### config.mk
export PLATFORM = sky130hd
export DESIGN_NAME = lbp_front
export DESIGN_NICKNAME = d
export VERILOG_FILES = /design/src/rtl/lbp_pkg.sv /design/src/rtl/lbp_div.sv /design/src/rtl/lbp_front.sv
export VERILOG_INCLUDE_DIRS = /design/src /design/src/rtl
export SDC_FILE = /design/constraint.sdc
export NUM_CORES = 1
export LEC_CHECK = 0
export BUFFER_PORTS_ARGS = -buffer_cell sky130_fd_sc_hd__buf_4
export CAP_MARGIN = 30
export CORE_ASPECT_RATIO = 1.1
export CORE_MARGIN = 3
export CORE_UTILIZATION = 49
export CTS_CLUSTER_SIZE = 40
export DETAILED_ROUTE_END_ITERATION = 7
export PLACE_DENSITY = 0.77
export SLEW_MARGIN = 20
export SYNTH_ARGS = -nofsm -noshare
export SYNTH_HDL_FRONTEND = slang
export SYNTH_SLANG_ARGS = --single-unit
### constraint.sdc
create_clock -name clk -period 6.35 [get_ports clk]
set_clock_uncertainty 0.1 [all_clocks]
set_input_delay 1.27 -clock clk [delete_from_list [all_inputs] [get_ports clk]]
set_output_delay 1.27 -clock clk [all_outputs]
set_load 0.02 [all_outputs]
### src/rtl/lbp_pixel_operator_macros.svh
// Assertion macros shared by the LBP operator RTL.
`ifndef LBP_PIXEL_OPERATOR_MACROS_SVH
`define LBP_PIXEL_OPERATOR_MACROS_SVH

// Same-cycle implication, sampled on clk, off while rst_n is low.
`define LBP_ASSERT_IMP(lbl, ante, cons, msg) \
  lbl: assert property (@(posedge clk) disable iff (!rst_n) (ante) |-> (cons)) \
    else $error(msg);

// Next-cycle implication, sampled on clk, off while rst_n is low.
`define LBP_ASSERT_NXT(lbl, ante, cons, msg) \
  lbl: assert property (@(posedge clk) disable iff (!rst_n) (ante) |=> (cons)) \
    else $error(msg);

`endif

### src/rtl/lbp_pkg.sv
// Shared constants and types of the LBP operator.
`timescale 1ns / 1ps

package lbp_pkg;

  localparam int MAX_WIDTH  = 1024;
  localparam int COL_W      = $clog2(MAX_WIDTH);
  localparam int FILL_W     = $clog2(MAX_WIDTH + 2);
  localparam int WIDTH_W    = 11;
  localparam int HEIGHT_W   = 12;
  localparam int COUNT_W    = 22;
  localparam int PIX_W      = 8;
  localparam int CFG_DATA_W = 12;
  localparam int CFG_IDX_W  = 1;

  localparam logic [WIDTH_W-1:0]  WIDTH_MAX    = WIDTH_W'(MAX_WIDTH);
  localparam logic [WIDTH_W-1:0]  WIDTH_RESET  = 11'd640;
  localparam logic [HEIGHT_W-1:0] HEIGHT_RESET = 12'd480;
  localparam logic [COUNT_W-1:0]  TOTAL_RESET  = COUNT_W'(640 * 480);

  localparam logic [CFG_IDX_W-1:0] REG_FRAME_WIDTH  = 1'd0;
  localparam logic [CFG_IDX_W-1:0] REG_FRAME_HEIGHT = 1'd1;

  localparam logic OP_PIXEL = 1'b0;
  localparam logic OP_DRAIN = 1'b1;

  localparam int FIFO_DEPTH = 4;
  localparam int FIFO_AW    = $clog2(FIFO_DEPTH);
  localparam int FIFO_CNT_W = $clog2(FIFO_DEPTH + 1);

  localparam int DIV_STEPS = COUNT_W;
  localparam int DIV_CNT_W = $clog2(DIV_STEPS);

  typedef enum logic [1:0] {
    KIND_PIXEL,
    KIND_PIXEL_OUT,
    KIND_DRAIN_OUT
  } lbp_kind_t;

  typedef struct packed {
    lbp_kind_t          kind;
    logic [COL_W-1:0]   addr;
    logic [PIX_W-1:0]   pixel;
    logic               border;
    logic               eof;
    logic               sel_upper;
  } lbp_entry_t;

endpackage

### src/rtl/lbp_div.sv
// Restoring divider, one quotient bit per cycle: output position from a flat pixel count.
`timescale 1ns / 1ps
`include "lbp_pixel_operator_macros.svh"

module lbp_div import lbp_pkg::*; (
  input  logic               clk,
  input  logic               rst_n,
  input  logic               start,
  input  logic [COUNT_W-1:0] dividend,
  input  logic [WIDTH_W-1:0] divisor,
  output logic               busy,
  output logic               done,
  output logic [COUNT_W-1:0] quot,
  output logic [WIDTH_W-1:0] rem
);

  logic                 busy_r;
  logic                 done_r;
  logic [DIV_CNT_W-1:0] cnt_r;
  logic [COUNT_W-1:0]   quot_r;
  logic [WIDTH_W-1:0]   rem_r;
  logic [WIDTH_W-1:0]   div_r;
  logic [WIDTH_W:0]     trial;
  logic [WIDTH_W:0]     diff;
  logic                 ge;

  always_comb begin
    trial = {rem_r, quot_r[COUNT_W-1]};
    ge    = trial >= {1'b0, div_r};
    diff  = trial - {1'b0, div_r};
  end

  always_ff @(posedge clk) begin
    if (!rst_n) begin
      busy_r <= 1'b0;
      done_r <= 1'b0;
      cnt_r  <= '0;
    end else begin
      done_r <= 1'b0;
      if (start) begin
        busy_r <= 1'b1;
        cnt_r  <= '0;
      end else if (busy_r) begin
        cnt_r <= cnt_r + DIV_CNT_W'(1);
        if (cnt_r == DIV_CNT_W'(DIV_STEPS - 1)) begin
          busy_r <= 1'b0;
          done_r <= 1'b1;
        end
      end
    end
  end

  always_ff @(posedge clk) begin
    if (start) begin
      quot_r <= dividend;
      rem_r  <= '0;
      div_r  <= divisor;
    end else if (busy_r) begin
      quot_r <= {quot_r[COUNT_W-2:0], ge};
      rem_r  <= ge ? diff[WIDTH_W-1:0] : trial[WIDTH_W-1:0];
    end
  end

  assign busy = busy_r;
  assign done = done_r;
  assign quot = quot_r;
  assign rem  = rem_r;

  `LBP_ASSERT_IMP(a_div_rem_below_divisor, done_r, rem_r < div_r, "divider remainder not reduced")

endmodule

### src/rtl/lbp_front.sv
// Front end: config registers, raster counters, item classification into queue entries.
`timescale 1ns / 1ps
`include "lbp_pixel_operator_macros.svh"

module lbp_front import lbp_pkg::*; (
  input  logic                  clk,
  input  logic                  rst_n,
  input  logic                  cfg_we,
  input  logic [CFG_IDX_W-1:0]  cfg_index,
  input  logic [CFG_DATA_W-1:0] cfg_wdata,
  input  logic                  in_tvalid,
  output logic                  in_tready,
  input  logic [PIX_W-1:0]      in_tdata,
  input  logic                  in_tuser,
  input  logic                  fifo_full,
  output logic                  push,
  output lbp_entry_t            push_entry
);

  logic [WIDTH_W-1:0]  frame_width_r, frame_width_nxt;
  logic [HEIGHT_W-1:0] frame_height_r, frame_height_nxt;
  logic [COUNT_W-1:0]  total_r, total_nxt;
  logic [COL_W-1:0]    in_col_r, in_col_nxt;
  logic [HEIGHT_W-1:0] in_row_r, in_row_nxt;
  logic [FILL_W-1:0]   pipe_fill_r, pipe_fill_nxt;
  logic [COUNT_W-1:0]  out_count_r, out_count_nxt;
  logic [COUNT_W-1:0]  out_row_r, out_row_nxt;
  logic [COL_W-1:0]    out_col_r, out_col_nxt;
  logic                settle_r;
  logic                wstart_r;

  logic [WIDTH_W-1:0]          w_used;
  logic [HEIGHT_W-1:0]         h_used;
  logic [WIDTH_W+HEIGHT_W-1:0] area;
  logic                        busy;
  logic                        accept;
  logic                        is_pixel;
  logic                        pix_fire;
  logic                        drain_fire;
  logic                        out_fire;
  logic                        col_wrap;
  logic                        row_wrap;
  logic                        out_last;
  logic                        out_col_wrap;
  logic                        border;
  logic                        div_busy;
  logic                        div_done;
  logic [COUNT_W-1:0]          div_quot;
  logic [WIDTH_W-1:0]          div_rem;

  lbp_div u_div (
    .clk      (clk),
    .rst_n    (rst_n),
    .start    (wstart_r),
    .dividend (out_count_r),
    .divisor  (w_used),
    .busy     (div_busy),
    .done     (div_done),
    .quot     (div_quot),
    .rem      (div_rem)
  );

  always_comb begin
    w_used = frame_width_r;
    if (frame_width_r == '0) begin
      w_used = WIDTH_W'(1);
    end else if (frame_width_r > WIDTH_MAX) begin
      w_used = WIDTH_MAX;
    end
    h_used = (frame_height_r == '0) ? HEIGHT_W'(1) : frame_height_r;
    area   = (WIDTH_W+HEIGHT_W)'(w_used) * (WIDTH_W+HEIGHT_W)'(h_used);
  end

  assign busy      = settle_r || div_busy || div_done;
  assign in_tready = !fifo_full && !busy;
  assign accept    = in_tvalid && in_tready;
  assign is_pixel  = in_tuser == OP_PIXEL;

  always_comb begin
    pix_fire     = pipe_fill_r > FILL_W'(w_used);
    drain_fire   = (pipe_fill_r != '0) && (in_row_r == '0) && (in_col_r == '0);
    out_fire     = accept && (is_pixel ? pix_fire : drain_fire);
    col_wrap     = ({1'b0, in_col_r} + (COL_W+1)'(1)) >= (COL_W+1)'(w_used);
    row_wrap     = ({1'b0, in_row_r} + (HEIGHT_W+1)'(1)) >= {1'b0, h_used};
    out_last     = ({1'b0, out_count_r} + (COUNT_W+1)'(1)) >= {1'b0, total_r};
    out_col_wrap = ({1'b0, out_col_r} + (COL_W+1)'(1)) >= (COL_W+1)'(w_used);
    border       = (out_row_r == '0)
                || (({1'b0, out_row_r} + (COUNT_W+1)'(1)) >= (COUNT_W+1)'(h_used))
                || (out_col_r == '0) || out_col_wrap;
  end

  always_comb begin
    push                 = accept && (is_pixel || drain_fire);
    push_entry.kind      = !is_pixel ? KIND_DRAIN_OUT : (pix_fire ? KIND_PIXEL_OUT : KIND_PIXEL);
    push_entry.addr      = is_pixel ? in_col_r : out_col_r;
    push_entry.pixel     = in_tdata;
    push_entry.border    = border;
    push_entry.eof       = out_last;
    push_entry.sel_upper = pipe_fill_r > FILL_W'(w_used);
  end

  always_comb begin
    frame_width_nxt  = frame_width_r;
    frame_height_nxt = frame_height_r;
    if (cfg_we) begin
      unique case (cfg_index)
        REG_FRAME_WIDTH:  frame_width_nxt  = cfg_wdata[WIDTH_W-1:0];
        REG_FRAME_HEIGHT: frame_height_nxt = cfg_wdata[HEIGHT_W-1:0];
      endcase
    end
    total_nxt = area[COUNT_W-1:0];

    in_col_nxt = in_col_r;
    in_row_nxt = in_row_r;
    if (accept && is_pixel) begin
      if (col_wrap) begin
        in_col_nxt = '0;
        in_row_nxt = row_wrap ? '0 : in_row_r + HEIGHT_W'(1);
      end else begin
        in_col_nxt = in_col_r + COL_W'(1);
      end
    end

    pipe_fill_nxt = pipe_fill_r;
    if (accept && is_pixel && !pix_fire) begin
      pipe_fill_nxt = pipe_fill_r + FILL_W'(1);
    end else if (accept && !is_pixel && drain_fire) begin
      pipe_fill_nxt = pipe_fill_r - FILL_W'(1);
    end

    out_count_nxt = out_count_r;
    out_row_nxt   = out_row_r;
    out_col_nxt   = out_col_r;
    if (div_done) begin
      out_row_nxt = div_quot;
      out_col_nxt = div_rem[COL_W-1:0];
    end else if (out_fire) begin
      if (out_last) begin
        out_count_nxt = '0;
        out_row_nxt   = '0;
        out_col_nxt   = '0;
      end else begin
        out_count_nxt = out_count_r + COUNT_W'(1);
        if (out_col_wrap) begin
          out_col_nxt = '0;
          out_row_nxt = out_row_r + COUNT_W'(1);
        end else begin
          out_col_nxt = out_col_r + COL_W'(1);
        end
      end
    end
  end

  always_ff @(posedge clk) begin
    if (!rst_n) begin
      frame_width_r  <= WIDTH_RESET;
      frame_height_r <= HEIGHT_RESET;
      total_r        <= TOTAL_RESET;
      in_col_r       <= '0;
      in_row_r       <= '0;
      pipe_fill_r    <= '0;
      out_count_r    <= '0;
      out_row_r      <= '0;
      out_col_r      <= '0;
      settle_r       <= 1'b0;
      wstart_r       <= 1'b0;
    end else begin
      frame_width_r  <= frame_width_nxt;
      frame_height_r <= frame_height_nxt;
      total_r        <= total_nxt;
      in_col_r       <= in_col_nxt;
      in_row_r       <= in_row_nxt;
      pipe_fill_r    <= pipe_fill_nxt;
      out_count_r    <= out_count_nxt;
      out_row_r      <= out_row_nxt;
      out_col_r      <= out_col_nxt;
      settle_r       <= cfg_we;
      wstart_r       <= cfg_we && (cfg_index == REG_FRAME_WIDTH);
    end
  end

  `LBP_ASSERT_IMP(a_out_col_in_range, !busy, (COL_W+1)'(out_col_r) < (COL_W+1)'(w_used), "output column beyond width")

endmodule

== Word level (Yosys, flattened, before mapping) ==
Cells that the tools add are included.
Word-level totals
  bits in registers: 185
  logic and storage cells: 111
  output and inout port bits: 25
  input port bits: 27
Cells by class
  mux-type cells: 27
  $mul: 1
  bitwise operators: 5
  add/sub/neg operators: 14
  reduce and logical (&&, ||, !) cells: 38
  magnitude comparators: 8
  equality and inequality tests: 1
Operators with widths (count)
  $mux W22: 7
  $mux W10: 6
  $mux W11: 5
  $add A22 B1 Y23 const B: 2
  $add A22 B1 Y22 const B: 2
  $logic_not A12 Y1: 2
  $mux W12: 2
  $ge A23 B12 Y1: 1
  $ge A23 B22 Y1: 1
  $add A10 B1 Y11 const B: 2
  $ge A11 B11 Y1: 2
  $logic_not A22 Y1: 1
  $mul A11 B12 Y22: 1
  $add A10 B1 Y10 const B: 2
  $logic_not A10 Y1: 2
  $add A12 B1 Y13 const B: 1
  $ge A13 B12 Y1: 1
  $add A12 B1 Y12 const B: 1
  $ge A12 B11 Y1: 1
  $add A11 B1 Y11 const B: 1
  $gt A11 B11 Y1: 1
  $gt A11 B11 Y1 const B: 1
  $logic_and A1 B1 Y1: 11
  $logic_not A11 Y1: 1
  15 further kinds: 37

== Depth between registers and ports, before layout ==
  word-level depth: 9
  mapped depth: 22
  mapped depth without buffers: 22

== Hierarchy ==
Synthesis repeated with hierarchy kept, for this count alone.
Second synthesis, totals
  cell total of the unflattened synthesis: 1951
  area total of the unflattened synthesis: 16478.3 µm²
Modules (own cells, without submodules)
  lbp_front: area an instance 13620.6 µm², cells each 1697, instances 1
  lbp_div: area an instance 2857.7 µm², cells each 254, instances 1

== Worst setup path after synthesis ==
No wires, ideal clock.
  path kind: flip-flop to flip-flop
  from: register frame_height_r[7]
  to: register total_r[21]
  buffers on the path: 1
  clock period less this slack: 5.714 ns
  cell stages (with the launch flop): 21
  data required time: 6.118 ns
  path slack: 0.636 ns
  arrival time: 5.482 ns
  cell sequence: dfxtp_1 -> clkbuf_1 -> nor4_1 -> a31oi_1 -> inv_1 -> nand2_1 -> fa_1 -> fa_1 -> inv_1 -> fa_1 -> fa_1 -> inv_1 -> fa_1 -> inv_1 -> ha_1 -> or2_2 -> a21oi_1 -> a211oi_1 -> nor4b_1 -> or3_1 -> a21oi_1
Between the ends
  cells in the longest elaborated chain, start to end: 3
RTL lines
  start: declaration: RTL line lbp_front.sv:21  | logic [HEIGHT_W-1:0] frame_height_r, frame_height_nxt;
  start signal: assignment: RTL line lbp_front.sv:169  | frame_height_r <= frame_height_nxt;
  $logic_not A12 Y1: RTL line lbp_front.sv:70  | h_used = (frame_height_r == '0) ? HEIGHT_W'(1) : frame_height_r;
  $mux W12 *: RTL line lbp_front.sv:70
  $mul A11 B12 Y22 *: RTL line lbp_front.sv:71  | area = (WIDTH_W+HEIGHT_W)'(w_used) * (WIDTH_W+HEIGHT_W)'(h_used);
  end signal: assignment: RTL line lbp_front.sv:170  | total_r <= total_nxt;
  end: declaration: RTL line lbp_front.sv:22  | logic [COUNT_W-1:0] total_r, total_nxt;
Every way passes the cells marked *; elsewhere a longest branch is shown, timed or not.
A chain may end at the register's enable or synchronous reset.

== Final worst setup path ==
  from: register frame_width_r[10]
  to: register total_r[21]
Between the ends
  cells in the longest elaborated chain, start to end: 4
RTL lines
  start: declaration: RTL line lbp_front.sv:20  | logic [WIDTH_W-1:0] frame_width_r, frame_width_nxt;
  start signal: assignment: RTL line lbp_front.sv:168  | frame_width_r <= frame_width_nxt;
  $gt A11 B11 Y1: RTL line lbp_front.sv:67  | end else if (frame_width_r > WIDTH_MAX) begin
  $mux W11: RTL line lbp_front.sv:67
  $mux W11 *: RTL line lbp_front.sv:65  | if (frame_width_r == '0) begin
  named net u_div.divisor[3]: RTL line lbp_div.sv:10  | input logic [WIDTH_W-1:0] divisor,
  $mul A11 B12 Y22 *: RTL line lbp_front.sv:71
The timed path passes the listed nets; every way through them passes the cells marked *.

==> results.yml <==
layout:
  insertedDiodeCount: 0
  fraction_of_final_layout_cells_sized_beyond_drive_strength_1_pct: 7.56
  final_nets: 2191
  area_delta_synth_final_pct: 7.53
  finalInstanceArea_um2: 17300
  finish.cell_count_without_fillers: 2339
  fillerInstances: 2918
grt:
  grt_start_max_net_pins: 68
  grt_antenna_before_repair: 0
  vias_in_the_first_global_route: 13826
  grt_use_total_pct: 24.6
  grt_overflow_total: 0
  grt_first_pass_wirelength_um: 69800
critical_path:
  critPathMostFrequentCell: "fa_1"
  critical_path_arrival_ns: 6.20
  worstPathMaxFanout: 15
  r2r_cells: 21
  reg2reg_to: "total_r[21]$_SDFF_PN0_"
  end_kind: "flip-flop"
  worst_path_cell_with_the_longest_stage_delay: "fa_1"
  r2r-start: "frame_width_r[10]$_SDFFE_PN0P_"
  reg2reg_slack_ns: 0.42
  crit_path_cell_trace: "inv_2, nand2_1, clkinv_1, nand2_1, fa_1, fa_1, inv_1, ha_1, fa_1, inv_1, fa_1, inv_1, ha_1, o21a_1, o31a_1, o31ai_1, buf_4, a211oi_1, nor4b_1, or3_1, a21oi_1"
  critPathMaxStageDelay_ns: 0.55
  crit_path_start_kind: "flip-flop"
  timing.critical_path.required_ns: 6.62
  path_class: "reg2reg"
synth:
  async_reset_ff_share_pct: 0
  post_synth_num_cell_types: 73
  synth-seq-area-share_pct: 25.1
  synth_top_family_by_area: "adder cells"
  netlist_area_um2: 16100
  synth_enable_flop_cells: 33
  yosys_most_used_dff: "dfxtp_1"
  synth_compound_gate_area_share_pct: 14.0
  synth_seq_cells: 185
  yosys.area_share.adder_pct: 24.3
  synth_fp_nets: 2203
  yosys.area_share.xor_xnor_pct: 5.07
  syn_inst: 1918
  synthTopCellsByArea: "dfxtp_1 19%, ha_1 13%, fa_1 11%"
  yosysWarnings: 0
  synth_top_area_share_pct: 18.9
  avgSynthCellArea_um2: 8.37
  synthSimpleGateAreaFrac_pct: 19.8
  synth.mux.area_fraction_pct: 3.97
  largest_area_contributor_in_the_synthesized_netlist: "dfxtp_1"
placement:
  postPlaceCellArea_um2: 16700
  finalWeightedCongestion: 0.939
  hpwl_um: 32100
  io_buffers: 35
  dp.cells: 2307
detailed_routing:
  route.antenna.remaining_nets: 0
  drcViolationCount: 0
  wl_per_cell_um: 18.2
  route.final.wire_length_um: 42500
  post_drt_via_cell_ratio: 5.93
  initialDrtViolationCount: 1210
  drtPass1Iterations: 7
  vias: 13874
timing:
  slew_at_the_pin_closest_to_its_max_slew_limit_ns: 0.839
  final_max_slew_viol_count: 0
  timing.setup.tns_ns: 0
  worst_slew_margin_rel_pct: 44.0
  fmaxAchievable_mhz: 169
  grt_setup_unrepaired: "false"
  finalCriticalPeriod_ns: 5.93
  final_min_period_over_clock_period_pct: 93.4
  hold_viol: 0
  setup_viol: 0
clock_tree:
  clkLatencyLatePin_ns: 0.44
  tritoncts: "built"
  post_cts_gate_resize_count: 0
  cts_made_buffers: 17
  clk_path_buf_depth: 2
  clk_pin_slew_ns: 0.08
  number_of_sinks_handled_by_clock_tree_synthesis: 185
  cts-htree-levels: 4
  cts_root_buffer: "clkbuf_16"
  cts.repair_timing.setup_buffer_count: 0
  cts_hold_buf: 0
floorplan:
  pin_count: 52
  placeableCoreArea_um2: 31800
  initial_utilization_pct: 50.5
  die_height_um: 196
  dieArea_um2: 35000
  placement_rows: 68
  die_w_um: 179
hold_path:
  worst_hold_depth: 2
  hp-class: "reg2reg"
  whs_endpoint: "frame_width_r[4]$_SDFFE_PN0P_"
  hold_path.startpoint: "frame_width_r[4]$_SDFFE_PN0P_"
job:
  timing.max_cap.violations: 0
power:
  power.static_leakage_nw: 7.62
  total_power_mw: 4.07
  p_per_area_nw_per_um2: 236
  peakVddDrop_mv: 0.191
status:
  status: "completed"
layer usage:
| metal | wire, um | vias up | GRT usage (%) | part of all wire (%) |
|---|---|---|---|---|
| li1 | - | 6578 | - | - |
| met1 | 18100 | 6705 | 32.3 | 43 |
| met2 | 20500 | 509 | 42.0 | 48 |
| met3 | 2940 | 82 | 3.62 | 6.9 |
| met4 | 1010 | 0 | 7.22 | 2.4 |
| met5 | 0 | - | 0 | 0 |
cell families (layout without fill, tap and decap cells):
family	Yosys count	after routing
XOR/XNOR	93	93
adder cells (fa/ha/maj)	258	258
multiplexers	60	60
AO/OA/AOI/OAI	343	343
buffers and inverters	311	312
AND/OR/NAND/NOR	668	668
flip-flops	185	185
area by class of cell:
cell class,instances,area [um^2],area share (%)
multi-input cells,1422,10800,62.7
flip-flops and latches,185,4040,23.4
clock inverters,13,131,0.761
repair buffers,66,495,2.87
clock buffers,19,454,2.63
inverters,214,803,4.65
well taps,420,526,3.04
placed cells by master, fill, tap and decap left out, drive strengths merged, types with 42 or more instances in the layout:
cell type	n
nand2	231
inv	213
ha	168
nor2	159
dfxtp	152
a21oi	92
fa	90
buf	66
o21ai	61
xnor2	59
nand3	48
nor3	42
worst max-delay path: cells and delay by family, from the launching register on:
| family | cells | cell delay [ns] |
|---|---|---|
| AND/OR/NAND/NOR | 4 | 0.83 |
| AO/OA/AOI/OAI | 5 | 1.07 |
| buffers and inverters | 6 | 0.74 |
| adder cells (fa/ha/maj) | 6 | 2.71 |
| flip-flops | 1 | 0.41 |
power by group:
| group | internal, mW | switching (mW) |
|---|---|---|
| clock | 0.576 | 0.519 |
| sequential | 1.30 | 0.104 |
| combinational | 0.666 | 0.902 |
worst max-delay path by stage:
stage	slack, ns	cells after the start	to	from
after floorplan	0.64	20	total_r[21]$_SDFF_PN0_	frame_height_r[7]$_SDFFE_PN1P_
after global placement	0.56	19	total_r[21]$_SDFF_PN0_	frame_height_r[4]$_SDFFE_PN0P_
after detailed placement	0.52	21	total_r[21]$_SDFF_PN0_	frame_width_r[10]$_SDFFE_PN0P_
after CTS	0.48	21	total_r[21]$_SDFF_PN0_	frame_width_r[10]$_SDFFE_PN0P_
after global routing	0.14	21	total_r[21]$_SDFF_PN0_	frame_width_r[10]$_SDFFE_PN0P_
final	0.42	21	total_r[21]$_SDFF_PN0_	frame_width_r[10]$_SDFFE_PN0P_
flip-flops by register name, summed over array words and instances, names as in the netlist:
signal	cells
pipe_fill_r	11
u_div.done	1
in_row_r	12
u_div.quot	22
out_col_r	10
frame_height_r	12
u_div.div_r	11
settle_r	1
out_count_r	22
in_col_r	10
u_div.rem	11
frame_width_r	11
total_r	22
wstart_r	1
out_row_r	22
u_div.cnt_r	5
u_div.busy	1
Yosys cell counts, drive strengths merged (13+ instances only):
| cell type | n |
|---|---|
| and3 | 23 |
| buf | 25 |
| or3 | 13 |
| nor3 | 42 |
| nand3b | 13 |
| nand4 | 34 |
| mux2i | 30 |
| and2 | 25 |
| xnor2 | 59 |
| clkbuf | 72 |
| inv | 205 |
| nor4 | 20 |
| xor2 | 34 |
| ha | 168 |
| nand2 | 231 |
| a31oi | 17 |
| fa | 90 |
| nand3 | 48 |
| o22ai | 18 |
| dfxtp | 152 |
| edfxtp | 33 |
| a21oi | 92 |
| o31ai | 23 |
| nor2b | 15 |
| a21o | 20 |
| mux2 | 30 |
| a211oi | 23 |
| a22oi | 13 |
| nor2 | 159 |
| o21a | 13 |
| o21ai | 61 |
| nand2b | 15 |
metrics by stage:
| step | hold WS (ns) | util (%) | setup WS [ns] |
|---|---|---|---|
| after global routing | 0.408 | 54.3 | 0.140 |
| after detailed placement | 0.362 | 52.4 | 0.518 |
| after floorplan | 0.336 | - | 0.636 |
| after CTS | 0.373 | 54.3 | 0.482 |
| after global placement | 0.362 | 52.4 | 0.563 |
| final | 0.375 | 54.3 | 0.419 |
Note: power is estimated with default switching activity, not from simulation.
