### src/rtl/lbp_pixel_operator_macros.svh
// Assertion macros shared by the LBP operator RTL.
`ifndef LBP_PIXEL_OPERATOR_MACROS_SVH
`define LBP_PIXEL_OPERATOR_MACROS_SVH

// Same-cycle implication, sampled on clk, off while rst_n is low.
`define LBP_ASSERT_IMP(lbl, ante, cons, msg) \
  lbl: assert property (@(posedge clk) disable iff (!rst_n) (ante) |-> (cons)) \
    else $error(msg);

// Next-cycle implication, sampled on clk, off while rst_n is low.
`define LBP_ASSERT_NXT(lbl, ante, cons, msg) \
  lbl: assert property (@(posedge clk) disable iff (!rst_n) (ante) |=> (cons)) \
    else $error(msg);

`endif

### src/rtl/lbp_pkg.sv
// Shared constants and types of the LBP operator.
`timescale 1ns / 1ps

package lbp_pkg;

  localparam int MAX_WIDTH  = 1024;
  localparam int COL_W      = $clog2(MAX_WIDTH);
  localparam int FILL_W     = $clog2(MAX_WIDTH + 2);
  localparam int WIDTH_W    = 11;
  localparam int HEIGHT_W   = 12;
  localparam int COUNT_W    = 22;
  localparam int PIX_W      = 8;
  localparam int CFG_DATA_W = 12;
  localparam int CFG_IDX_W  = 1;

  localparam logic [WIDTH_W-1:0]  WIDTH_MAX    = WIDTH_W'(MAX_WIDTH);
  localparam logic [WIDTH_W-1:0]  WIDTH_RESET  = 11'd640;
  localparam logic [HEIGHT_W-1:0] HEIGHT_RESET = 12'd480;
  localparam logic [COUNT_W-1:0]  TOTAL_RESET  = COUNT_W'(640 * 480);

  localparam logic [CFG_IDX_W-1:0] REG_FRAME_WIDTH  = 1'd0;
  localparam logic [CFG_IDX_W-1:0] REG_FRAME_HEIGHT = 1'd1;

  localparam logic OP_PIXEL = 1'b0;
  localparam logic OP_DRAIN = 1'b1;

  localparam int FIFO_DEPTH = 4;
  localparam int FIFO_AW    = $clog2(FIFO_DEPTH);
  localparam int FIFO_CNT_W = $clog2(FIFO_DEPTH + 1);

  localparam int DIV_STEPS = COUNT_W;
  localparam int DIV_CNT_W = $clog2(DIV_STEPS);

  typedef enum logic [1:0] {
    KIND_PIXEL,
    KIND_PIXEL_OUT,
    KIND_DRAIN_OUT
  } lbp_kind_t;

  typedef struct packed {
    lbp_kind_t          kind;
    logic [COL_W-1:0]   addr;
    logic [PIX_W-1:0]   pixel;
    logic               border;
    logic               eof;
    logic               sel_upper;
  } lbp_entry_t;

endpackage

### src/rtl/lbp_fifo.sv
// Short queue of classified entries between front and back.
`timescale 1ns / 1ps
`include "lbp_pixel_operator_macros.svh"

module lbp_fifo import lbp_pkg::*; (
  input  logic       clk,
  input  logic       rst_n,
  input  logic       push,
  input  lbp_entry_t push_entry,
  input  logic       pop,
  output lbp_entry_t head,
  output logic       empty,
  output logic       full
);

  lbp_entry_t            mem_r [FIFO_DEPTH];
  logic [FIFO_AW-1:0]    wr_ptr_r;
  logic [FIFO_AW-1:0]    rd_ptr_r;
  logic [FIFO_CNT_W-1:0] cnt_r;

  assign empty = cnt_r == '0;
  assign full  = cnt_r == FIFO_CNT_W'(FIFO_DEPTH);
  assign head  = mem_r[rd_ptr_r];

  always_ff @(posedge clk) begin
    if (!rst_n) begin
      wr_ptr_r <= '0;
      rd_ptr_r <= '0;
      cnt_r    <= '0;
    end else begin
      if (push) begin
        wr_ptr_r <= wr_ptr_r + FIFO_AW'(1);
      end
      if (pop) begin
        rd_ptr_r <= rd_ptr_r + FIFO_AW'(1);
      end
      if (push && !pop) begin
        cnt_r <= cnt_r + FIFO_CNT_W'(1);
      end else if (pop && !push) begin
        cnt_r <= cnt_r - FIFO_CNT_W'(1);
      end
    end
  end

  always_ff @(posedge clk) begin
    if (push) begin
      mem_r[wr_ptr_r] <= push_entry;
    end
  end

  `LBP_ASSERT_IMP(a_fifo_no_overflow, push, !full, "push into full queue")
  `LBP_ASSERT_IMP(a_fifo_no_underflow, pop, !empty, "pop from empty queue")

endmodule

### config.mk
export PLATFORM = sky130hd
export DESIGN_NAME = lbp_fifo
export DESIGN_NICKNAME = d
export VERILOG_FILES = /design/src/rtl/lbp_pkg.sv /design/src/rtl/lbp_fifo.sv
export VERILOG_INCLUDE_DIRS = /design/src /design/src/rtl
export SDC_FILE = /design/constraint.sdc
export NUM_CORES = 1
export LEC_CHECK = 0
export ABC_AREA = 1
export BUFFER_PORTS_ARGS = -buffer_cell sky130_fd_sc_hd__buf_2
export CAP_MARGIN = 0
export CELL_PAD_IN_SITES_DETAIL_PLACEMENT = 1
export CELL_PAD_IN_SITES_GLOBAL_PLACEMENT = 2
export CORE_MARGIN = 2
export CORE_UTILIZATION = 35
export DETAILED_ROUTE_END_ITERATION = 16
export PLACE_DENSITY_LB_ADDON = 0.1
export SLEW_MARGIN = 20
export SYNTH_ARGS = -nofsm -noshare
export SYNTH_HDL_FRONTEND = slang
export SYNTH_SLANG_ARGS = --single-unit
### constraint.sdc
create_clock -name clk -period 2.9 [get_ports clk]
set_input_delay 0 -clock clk [delete_from_list [all_inputs] [get_ports clk]]
set_output_delay 0 -clock clk [all_outputs]
set_load 0.05 [all_outputs]
# Word-level counts from Yosys, hierarchy flattened

Memory sizes are Yosys's and may differ from the RTL's. A register that Yosys moved wholly into a read port is not among the register bits.
Cells that the tools add are included.

Mux-type cells: 6
Add/sub/neg operators: 4
Div/mod/pow operators: 0
Bitwise operators: 0
$mul: 0
Reduce and logical (&&, ||, !) cells: 6
Equal/unequal tests: 1
Magnitude comparators: 0
Shifts and indexed selects: 0

Operators by type and width:

| kind                  | count |
|---|---|
| $mux W3               | 2 |
| $add A2 B1 Y2 const B | 2 |
| $mux W2               | 2 |
| $add A3 B1 Y3 const B | 1 |
| $eq A3 B3 Y1 const B  | 1 |
| $logic_not A3 Y1      | 1 |
| $sub A3 B1 Y3 const B | 1 |
| $logic_and A1 B1 Y1   | 2 |
| $logic_not A1 Y1      | 2 |
| $mux W1               | 2 |
| $reduce_bool A2 Y1    | 1 |

Output and inout port bits: 25
Logic and storage cells: 21
Memory bits (read-only): 0
Flip-flop bits (word level): 7
Memories: 1
Memory bits (writable): 92
Latch bits: 0

Memories:

| name  | depth | width | rd ports | clocked after Yosys merged registers in | write ports | line           | source |
|---|---|---|---|---|---|---|---|
| mem_r | 4     | 23    | 1        | 1                                       | 1           | lbp_fifo.sv:16 | `lbp_entry_t mem_r [FIFO_DEPTH];` |

# Depth between registers and ports, before layout

Gate-level depths: netlist of run 1.

Depth after elaboration: 4
Gate-level depth with buffers: 10
Gate-level depth less buffers: 10

# Worst setup path before layout of run 1

Ideal clock, no wire load.

Path kind: register -> output
Start: reg (tool-made name)
End: out head[2] in the netlist's numbering
Path buffers: 2
Setup slack: 1425 ps
Arrival time: 1475 ps
Required time: 2900 ps
Cell stages (with the launch flop): 6
Cells stage by stage: dfxtp_1 buf_6 inv_12 buf_12 o21ai_2 o22ai_1

RTL lines:

| item          | line           | source |
|---|---|---|
| end, declared | lbp_fifo.sv:11 | `output lbp_entry_t head,` |

==> results of run 1 <==
## path summary, 6_finish.rpt
path                                          startpoint                     end  slack [ns]  cells past startpoint
worst max-delay path                           flip-flop                head[17]        0.84                      4
worst min-delay path                      push_entry[18]  mem_r[1][18]$_DFFE_PP_        0.41                      2
worst max register to register  wr_ptr_r[0]$_SDFFE_PN0P_  mem_r[0][17]$_DFFE_PP_        1.14                      5
worst min register to register  rd_ptr_r[1]$_SDFFE_PN0P_               flip-flop        0.45                      1
## logic make-up (layout without fill, tap and decap cells)
family	after synthesis	in the layout	synth area share, %
DFF	101	101	70.4
AOI/OAI and AO/OA	79	79	14.1
and+or+nand+nor	64	64	7.99
buffers and inverters	30	118	5.62
adders and majority gates	6	6	1.97
## sequential cells by signal, indices dropped and copies added, names as in the netlist, named ones only
| name | count |
|---|---|
| rd_ptr_r | 2 |
| mem_r | 92 |
| wr_ptr_r | 2 |
| cnt_r | 3 |
## final cells by class
| class | count | area, um2 | area share, % |
|---|---|---|---|
| Sequential cell | 101 | 2940 | 57.4 |
| Multi-Input combinational cell | 149 | 1000 | 19.6 |
| Timing Repair Buffer | 85 | 576 | 11.2 |
| Clock buffer | 9 | 225 | 4.39 |
| Tap cell | 143 | 179 | 3.49 |
| Clock inverter | 7 | 120 | 2.34 |
| Inverter | 17 | 76.3 | 1.49 |
## layer usage
layer,track usage (%),wire (um),part of all wire (%)
met2,24.6,4320,50
met5,0,0,0
met1,18.6,3960,46
met3,2.14,180,2.1
met4,5.37,139,1.6
## power groups by stage
stage | registers, mW | clock network [mW] | logic (mW)
floorplan | 1.71 | 0 | 0.395
global placement | 1.72 | 0 | 0.498
global route | 1.70 | 1.47 | 0.563
detailed placement | 1.73 | 0 | 0.504
finish | 1.69 | 1.37 | 0.520
CTS | 1.69 | 1.40 | 0.532
## cell usage after synthesis (all sizes together)
master	instances	share of area (%)
o22ai	23	5.8
nand2	9	0.81
edfxtp	92	66
inv	17	1.8
o21ai	52	7.7
a21oi	4	0.48
fa	1	0.48
buf	9	3.0
nor2	51	6.7
dfxtp	9	4.3
nand3	1	0.12
dlymetal6s2s	1	0.30
ha	5	1.5
nand4	1	0.15
nor3	2	0.24
clkbuf	3	0.54
## through the flow
stage	cell area (um2)	util (%)	instances
after floorplan	4180	-	280
after CTS	5120	44.3	511
after global routing	5120	44.3	511
after detailed placement	4520	39.1	469
after global placement	4520	39.1	469
final	5120	44.3	511
## repair_timing
action                                  4_1_cts  5_1_grt
endpoints found under the setup margin        0        0
hold endpoints to repair                    101        0
hold buffers                                 26        0
==> summary.md, run 1 <==
| Metric | Value |
|---|---|
| Status | finished, final reports clean |
| Post-DP HPWL | roughly 5400 um |
| Crit-path slowest cell | dfxtp_2 |
| Worst-Margin Slew | slightly below 0.7 ns |
| Clock power frac | a little under two fifths |
| Pin count of the biggest net entering global routing | 47 |
| Logic pwr share | between 10 and 15% |
| GR Util All Layers | about 14% |
| Max_cap viols | 0 |
| Max-slew headroom | 54.8% |
| Routability cong. | roughly 0.70 |
| Leakage | roughly 1.9 nW |
| Fill count | 1,160 |
| Sequential fraction of the synthesis area | a little over two thirds |
| Power per cell area | 699 nW/um2 |
| Core region area | about 12,000 um2 |
| H-tree depth | 3 |
| Antenna violations before repair | 0 |
| Fin crit period | just over 2 ns |
| GR Overflow Total | 0 |
| Final Cycle Share | 70.9% |
| P&R area growth vs syn | 22.5% |
| Worst vdd ir | about 0.24 mV |
| Crit path buffers/inverters | 2 |
| Mapped Cells | 280 |
| Sequential share of power | a little under half |
| Clk buf depth | 2 |
| Cells along the critical path | buf_4 -> o21ai_0 -> o22ai_2 -> buf_2 |
| Number of diodes | 0 |
| Initial DRC Count | 67 |
| WHS | roughly 0.41 ns |
| Post-synthesis area per instance | between 10 and 15 um2 |
| Fmax | slightly below 0.5 GHz |
| Die Area | between 10,000 and 15,000 um2 |
| Router iterations before antenna repair | 4 |
| Syn_nets | ~310 |
| Die Y-Extent | 113 um |
| Int Power | roughly 2.7 mW |
| Vias | between 2,000 and 2,500 |
| Synth cell types | 26 |
| Row count | 39 |
| #FFs+latches synth | 101 |
| DRT Wirelength | about 8600 um |
| RSZ-0062 raised after global routing | false |
| Commonest non-fill, non-tap cell in the layout | edfxtp_1 |
| Yosys warns | 0 |
| Slew Viols, Final | 0 |
| First-pass GRT wire length | around 14,000 um |
| Worst Path Required | ~2.9 ns |
| Clock Tree Root | clkbuf_16 |
| CP delay by family, top | flip-flops |
| TNS Setup | 0 ns |
| Worst Path Max Fanout | 28 |
| Port Buffers | 51 |
| CP arrival | 2.06 ns |
| Synth Cell Area | roughly 4200 um2 |
| Commonest cells after routing, fill and taps aside | edfxtp_1, buf_2, o21ai_0 |
| Final worst slack | between 0.8 and 0.9 ns |
| Worst skew pair latency | 0.34 ns |
| Worst Setup Path Type | flip-flop to output pin |
| Total chip power | 3.58 mW |
| Vias in the first global route | ~2,600 |
| Layout cells sized above 1 | approximately 37% |
| CP endpoint kind | output pin |
| Startpoint class of the critical path | flip-flop |
| Via density | 4.84 |
| TritonCTS clock tree | yes |
| Post-cts resize count | 0 |
| Die Wd | approximately 110 um |
| CTS Buf Count | 9 |
| Clock Sink Count | roughly 100 |
| Reg clk slew, reported paths | roughly 0.070 ns |
| Dpl ws | ~1.1 ns |
| Wire length per cell | approximately 17 um |
| # DRC | 0 |
| Fin nets | approximately 400 |
| CP peak stage delay | between 0.7 and 0.8 ns |
| Finish-stage setup viols | 0 |
| IO Pins | 52 |
| Final Hold Fails | 0 |
| Net switching power | around 0.93 mW |
| Worst hold path type | primary input to flip-flop |
| Initial Util | about 36% |
| Clock skew | 0.00802 ns |
| Post CTS Setup Buffer Count | 0 |
| Switch share | ~26% |
| DRT antenna net count | 0 |
Note: power is estimated with default switching activity, not from simulation.
==> run 2: changes to the inputs <==
clock period = 2.1 ns   (was 2.9 ns; I/O delays follow)
==> run 2 against run 1 <==
Effect of this change: cell count is 0.20% higher; sequential power grew 38%; critical path type unchanged; routed wire length down 0.94%; largest power group unchanged.
==> summary.md, run 2 (synthesized netlist as in run 1, its figures left out) <==
| Metric | Value |
|---|---|
| Status | finished, final reports clean |
| Worst hold path type | primary input to flip-flop |
| Reg2reg start | wr_ptr_r[0]$_SDFFE_PN0P_ |
| Crit path buffers/inverters | 2 (unchanged) |
| Core region area | 11,600 um2 (unchanged) |
| R2R setup slack | 0.67 ns (-0.47 ns) |
| Area post-placement | 4570 um2 (+1.2%) |
| Worst vdd ir | 0.491 mV (+110%) |
| Worst Setup Path Type | flip-flop to output pin |
| Pin count of the biggest net entering global routing | 47 (unchanged) |
| Initial DRC Count | 76 (+13%) |
| Clock Sink Count | 101 (unchanged) |
| CP endpoint kind | output pin |
| Die Area | 12,800 um2 (unchanged) |
| Port Buffers | 51 (unchanged) |
| Worst Path Max Fanout | 25 (-11%) |
| Final Cycle Share | approximately nine tenths |
| Routability cong. | 0.714 (+2.5%) |
| Crit-path slowest cell | dfxtp_2 |
| Fmax | approximately 0.53 GHz |
| TritonCTS clock tree | yes |
| CP delay by family, top | flip-flops |
| Core Util, Final | 44.2% (-0.097 points) |
| Clk buf depth | 2 (unchanged) |
| Worst reg2reg endpoint | mem_r[2][12]$_DFFE_PP_ |
| Top Registers | mem_r: 92 flops, cnt_r: 3 flops |
| Antenna violations before repair | 0 (unchanged) |
| Worst Path Required | 2.10 ns (-0.80 ns) |
| Die Wd | 113 um (unchanged) |
| Max_cap viols | 0 (unchanged) |
| Max-slew headroom | 63.3% (+8.5 points) |
| Slew Viols, Final | 0 (unchanged) |
| Final Cell Area | 5110 um2 (-0.22%) |
| Wire length per cell | 16.6 um (-1.1%) |
| Reg clk slew, reported paths | 0.07 ns (about the same) |
| Clock skew | 0.00332 ns (-0.00470 ns) |
| IO Pins | 52 (unchanged) |
| Most flop-heavy register | mem_r |
| Cells along the critical path | buf_4 -> o21ai_0 -> o22ai_2 -> buf_2 |
| Fill count | 1,179 (+1.6%) |
| Commonest cells after routing, fill and taps aside | edfxtp_1, buf_2, o21ai_0 |
| Worst-Margin Slew | 0.551 ns (-0.126 ns) |
| Worst reg2reg path depth | 5 (unchanged) |
| Crit path capture | head[19] |
| Worst skew pair latency | 0.34 ns (about the same) |
| GR Overflow Total | 0 (unchanged) |
| Number of diodes | 0 (unchanged) |
| Clock Tree Root | clkbuf_16 |
| Post-DP HPWL | 5260 um (-2.1%) |
| Vias | 2,438 (-1.3%) |
| Die Y-Extent | 113 um (unchanged) |
| WHS | 0.413 ns (-0.000997 ns) |
| H-tree depth | 3 (unchanged) |
| CP peak stage delay | 0.68 ns (-0.05 ns) |
| Fin crit period | about 1.9 ns |
| Router iterations before antenna repair | 4 (unchanged) |
| Initial Util | 36.2% (unchanged) |
| Via density | 4.76 (-1.5%) |
| RSZ-0062 raised after global routing | false |
| Commonest non-fill, non-tap cell in the layout | edfxtp_1 |
| Row count | 39 (unchanged) |
| GR Util All Layers | 14.4% (-0.015 points) |
| Layout cells sized above 1 | 36.6% (-0.37 points) |
| Stages on worst setup path | 4 (unchanged) |
| Final Hold Fails | 0 (unchanged) |
| Startpoint class of the critical path | flip-flop |
| CP arrival | 1.89 ns (-0.17 ns) |
| DRT Wirelength | 8510 um (-0.94%) |
| First-pass GRT wire length | 13,800 um (-1.1%) |
| Finish-stage setup viols | 0 (unchanged) |
| DRT antenna net count | 0 (unchanged) |
| Leakage | 1.85 nW (-1.1%) |
| # DRC | 0 (unchanged) |
| Post CTS Setup Buffer Count | 0 (unchanged) |
| Max reg flops | 92 (unchanged) |
| Fin nets | 398 (+0.51%) |
| P&R area growth vs syn | 22.3% |
| CTS Buf Count | 9 (unchanged) |
| TNS Setup | 0 ns (unchanged) |
| Power per cell area | 911 nW/um2 (+30%) |
| Vias in the first global route | 2,593 (-1.2%) |
==> run 2: through the flow <==
| stage | worst slack (ns) | instances | power, mW |
|---|---|---|---|
| finish | 0.212 | 512 | 4.66 |
| global route | 0.0396 | 512 | 4.87 |
| CTS | 0.153 | 512 | 4.73 |
| detailed placement | 0.530 | 471 | 3.09 |
| global placement | 0.537 | 471 | 3.08 |
| floorplan | 0.625 | 280 | 2.91 |
==> run 2: timing repair <==
item | 4_1_cts | 5_1_grt
hold buffers | 26 | 0
resized for setup | 0 | 0
hold endpoints to repair | 101 | 0
==> run 2: layout make-up <==
cell class	instances	area, um2	area share, %
repair buffers	87	628	12.3
well taps	143	179	3.50
clock inverters	5	52.6	1.03
clock buffers	10	229	4.48
multi-input cells	149	1000	19.6
flip-flops and latches	101	2940	57.6
inverters	17	76.3	1.49
==> run 2: report_power, final <==
| group | switching, mW | internal [mW] | total [mW] | leakage, nW |
|---|---|---|---|---|
| clock | 0.686 | 0.909 | 1.60 | 0.130 |
| combinational | 0.514 | 0.217 | 0.731 | 0.799 |
| sequential | 0.0441 | 2.29 | 2.33 | 0.920 |
==> run 2: per-layer routing <==
metal	part of all wire, %	track usage [%]	wire [um]	vias to the layer above
met1	47	19.0	3990	1193
met2	49	23.1	4180	43
li1	-	-	-	1193
met3	2.9	2.89	245	9
met4	1.2	6.10	99	0
met5	0	0	0	-
==> run 2: worst min path at each step <==
stage	start	end	slack [ns]	depth (start not counted)
floorplan	push_entry[0]	mem_r[0][0]$_DFFE_PP_	0.1	0
global placement	push_entry[11]	mem_r[3][11]$_DFFE_PP_	0.22	1
detailed placement	push_entry[16]	mem_r[3][16]$_DFFE_PP_	0.22	1
CTS	push_entry[15]	mem_r[3][15]$_DFFE_PP_	0.40	2
global route	push_entry[10]	mem_r[3][10]$_DFFE_PP_	0.41	2
finish	push_entry[20]	mem_r[3][20]$_DFFE_PP_	0.41	2
==> run 3: changes to the inputs <==
CELL_PAD_IN_SITES_GLOBAL_PLACEMENT = 1   (was 2)
==> run 3 against run 2 <==
Effect of this change: via count increased by 2.0%; worst hold slack lost 0.0039 ns; total power rose by 6.2%; clock power up 17%; sequential share of layout area fell by 0.53 points; critical path depth did not move; non-clock buffer count grew 2; critical endpoint is now head[21]; largest power group unchanged.
==> summary.md, run 3 (synthesized netlist as in run 1, its figures left out) <==
| Metric | Value |
|---|---|
| Status | finished, final reports clean |
| Finish-stage setup viols | 0 (unchanged) |
| Multi-input logic area | 1000 um2 (unchanged) |
| Routability cong. | 0.685 (-4.0%) |
| Leakage | 1.89 nW (+2.1%) |
| Via density | 4.83 (+1.4%) |
| Final Hold Fails | 0 (unchanged) |
| Crit-path slowest cell | dfxtp_2 |
| CP peak stage delay | 0.51 ns (-0.17 ns) |
| Worst vdd ir | 0.439 mV (-11%) |
| Clk buf depth | 2 (unchanged) |
| Antenna violations before repair | 0 (unchanged) |
| Core region area | 11,600 um2 (unchanged) |
| Slew Viols, Final | 0 (unchanged) |
| R2R setup slack | 0.66 ns (about the same) |
| Vias | 2,486 (+2.0%) |
| Fill count | 1,181 (+0.17%) |
| Die Y-Extent | 113 um (unchanged) |
| Max-slew headroom | 73.9% (+11 points) |
| Number of diodes | 0 (unchanged) |
| Fin crit period | 1.91 ns (+0.0197 ns) |
| Fin nets | 400 (+0.50%) |
| Commonest cells after routing, fill and taps aside | edfxtp_1, buf_2, o21ai_0 |
| Most flop-heavy register | mem_r |
| Final Cell Area | 5160 um2 (+0.98%) |
| Pin count of the biggest net entering global routing | 47 (unchanged) |
| Worst Path Max Fanout | 26 (+4.0%) |
| Crit path buffers/inverters | 2 (unchanged) |
| Worst hold path type | primary input to flip-flop |
| Crit path capture | head[21] |
| Final non-filler cell total | 515 (+0.59%) |
| Reg area | 2950 um2 (about the same) |
| Top Registers | mem_r: 92 flops, cnt_r: 3 flops |
| Final Cycle Share | 90.9% (+0.94 points) |
| DRT antenna net count | 0 (unchanged) |
| Initial Util | 36.2% (unchanged) |
| First-pass GRT wire length | 13,600 um (-1.7%) |
| Stages on worst setup path | 4 (unchanged) |
| RSZ-0062 raised after global routing | false |
| TritonCTS clock tree | yes |
| TNS Setup | 0 ns (unchanged) |
| Power per cell area | 958 nW/um2 (+5.1%) |
| GR Util All Layers | 14.1% (-0.30 points) |
| Clock Tree Root | clkbuf_16 |
| CP arrival | 1.91 ns (+0.02 ns) |
| CTS Buf Count | 9 (unchanged) |
| P&R area growth vs syn | 23.5% |
| DRT Wirelength | 8560 um (+0.53%) |
| Port Buffers | 51 (unchanged) |
| Clock Sink Count | 101 (unchanged) |
| Max_cap viols | 0 (unchanged) |
| Clock skew | 0.00798 ns (+0.00465 ns) |
| # DRC | 0 (unchanged) |
| Post-DP HPWL | 5430 um (+3.3%) |
| Layout cells sized above 1 | 37.9% (+1.3 points) |
| Die Wd | 113 um (unchanged) |
| Worst reg2reg path depth | 5 (unchanged) |
| Worst Hold Depth | 2 (unchanged) |
| H-tree depth | 3 (unchanged) |
| Worst skew pair latency | 0.34 ns (about the same) |
| Worst reg2reg endpoint | mem_r[1][17]$_DFFE_PP_ |
| Initial DRC Count | 106 (+39%) |
| Row count | 39 (unchanged) |
| Max reg flops | 92 (unchanged) |
| Startpoint class of the critical path | flip-flop |
| Router iterations before antenna repair | 4 (unchanged) |
| Post-Place Cells | 473 (+0.42%) |
| Area post-placement | 4560 um2 (-0.22%) |
| Commonest non-fill, non-tap cell in the layout | edfxtp_1 |
| Final worst slack | 0.192 ns (-0.0197 ns) |
| Vias in the first global route | 2,587 (-0.23%) |
| CP delay by family, top | buffers and inverters |
| Worst Setup Path Type | flip-flop to output pin |
| Wire length per cell | 16.6 um (about the same) |
| Fmax | 0.524 GHz (-1.0%) |
| Worst Path Required | 2.10 ns (about the same) |
| Die Area | 12,800 um2 (unchanged) |
| Reg clk slew, reported paths | 0.07 ns (about the same) |
| Worst-Margin Slew | 0.392 ns (-0.159 ns) |
| IO Pins | 52 (unchanged) |
| Reg2reg start | wr_ptr_r[1]$_SDFFE_PN0P_ |
| GR Overflow Total | 0 (unchanged) |
| Dpl ws | 0.464 ns (-0.0666 ns) |
| Cells along the critical path | buf_4 -> o21ai_0 -> o22ai_2 -> buf_2 |
| CP endpoint kind | output pin |
| Core Util, Final | 44.7% (+0.43 points) |
run 3: cell types whose count changed in the layout (fill, tap and decap cells not counted), sizes merged:
cell,previous run,this run
inv,17,18
bufinv,1,3
clkinvlp,2,1
clkinv,2,1
buf,61,63
run 3: cell type report:
class / instances / area share [%]
clock buffers: 10 / 4.43
clock inverters: 6 / 2.16
inverters: 17 / 1.48
multi-input cells: 149 / 19.5
flip-flops and latches: 101 / 57.0
well taps: 143 / 3.46
repair buffers: 89 / 12.0
run 3: repair_timing:
item,in CTS,in global routing
hold endpoints to repair,101,0
hold buffers,26,0
gates resized for setup,0,1
endpoints found under the setup margin,0,3
setup buffers,0,0
run 3: worst min-delay path by stage:
stage / endpoint / slack [ns] / from
CTS: mem_r[3][22]$_DFFE_PP_ / 0.40 / push_entry[22]
floorplan: mem_r[0][0]$_DFFE_PP_ / 0.1 / push_entry[0]
detailed placement: mem_r[2][20]$_DFFE_PP_ / 0.22 / push_entry[20]
finish: mem_r[2][13]$_DFFE_PP_ / 0.41 / push_entry[13]
global placement: mem_r[3][6]$_DFFE_PP_ / 0.22 / push_entry[6]
global route: mem_r[3][16]$_DFFE_PP_ / 0.41 / push_entry[16]
run 3: routing by layer:
layer / track usage [%] / wire (um) / share of wire (%) / up-vias
met1: 18.4 / 4110 / 48 / 1242
met5: 0 / 0 / 0 / -
met3: 2.84 / 205 / 2.4 / 10
met2: 23.2 / 4110 / 48 / 40
met4: 5.37 / 128 / 1.5 / 0
li1: - / - / - / 1194
run 3: power by group:
group / switching, mW / internal (mW) / total [mW]
clock network: 0.713 / 1.17 / 1.88
registers: 0.0426 / 2.29 / 2.33
logic: 0.519 / 0.214 / 0.734
run 3: per-stage QoR:
step | hold WS [ns] | total power, mW
finish | 0.409 | 4.95
global route | 0.407 | 5.14
CTS | 0.401 | 5.00
detailed placement | 0.218 | 3.08
global placement | 0.219 | 3.08
floorplan | 0.0989 | 2.91
run 3: worst register-to-register path, cell delays in order, from the launching register on:
cell     delay (ns)
dfxtp_1        0.33
inv_1          0.10
ha_1           0.15
nand2_1        0.05
inv_1          0.30
buf_12         0.22
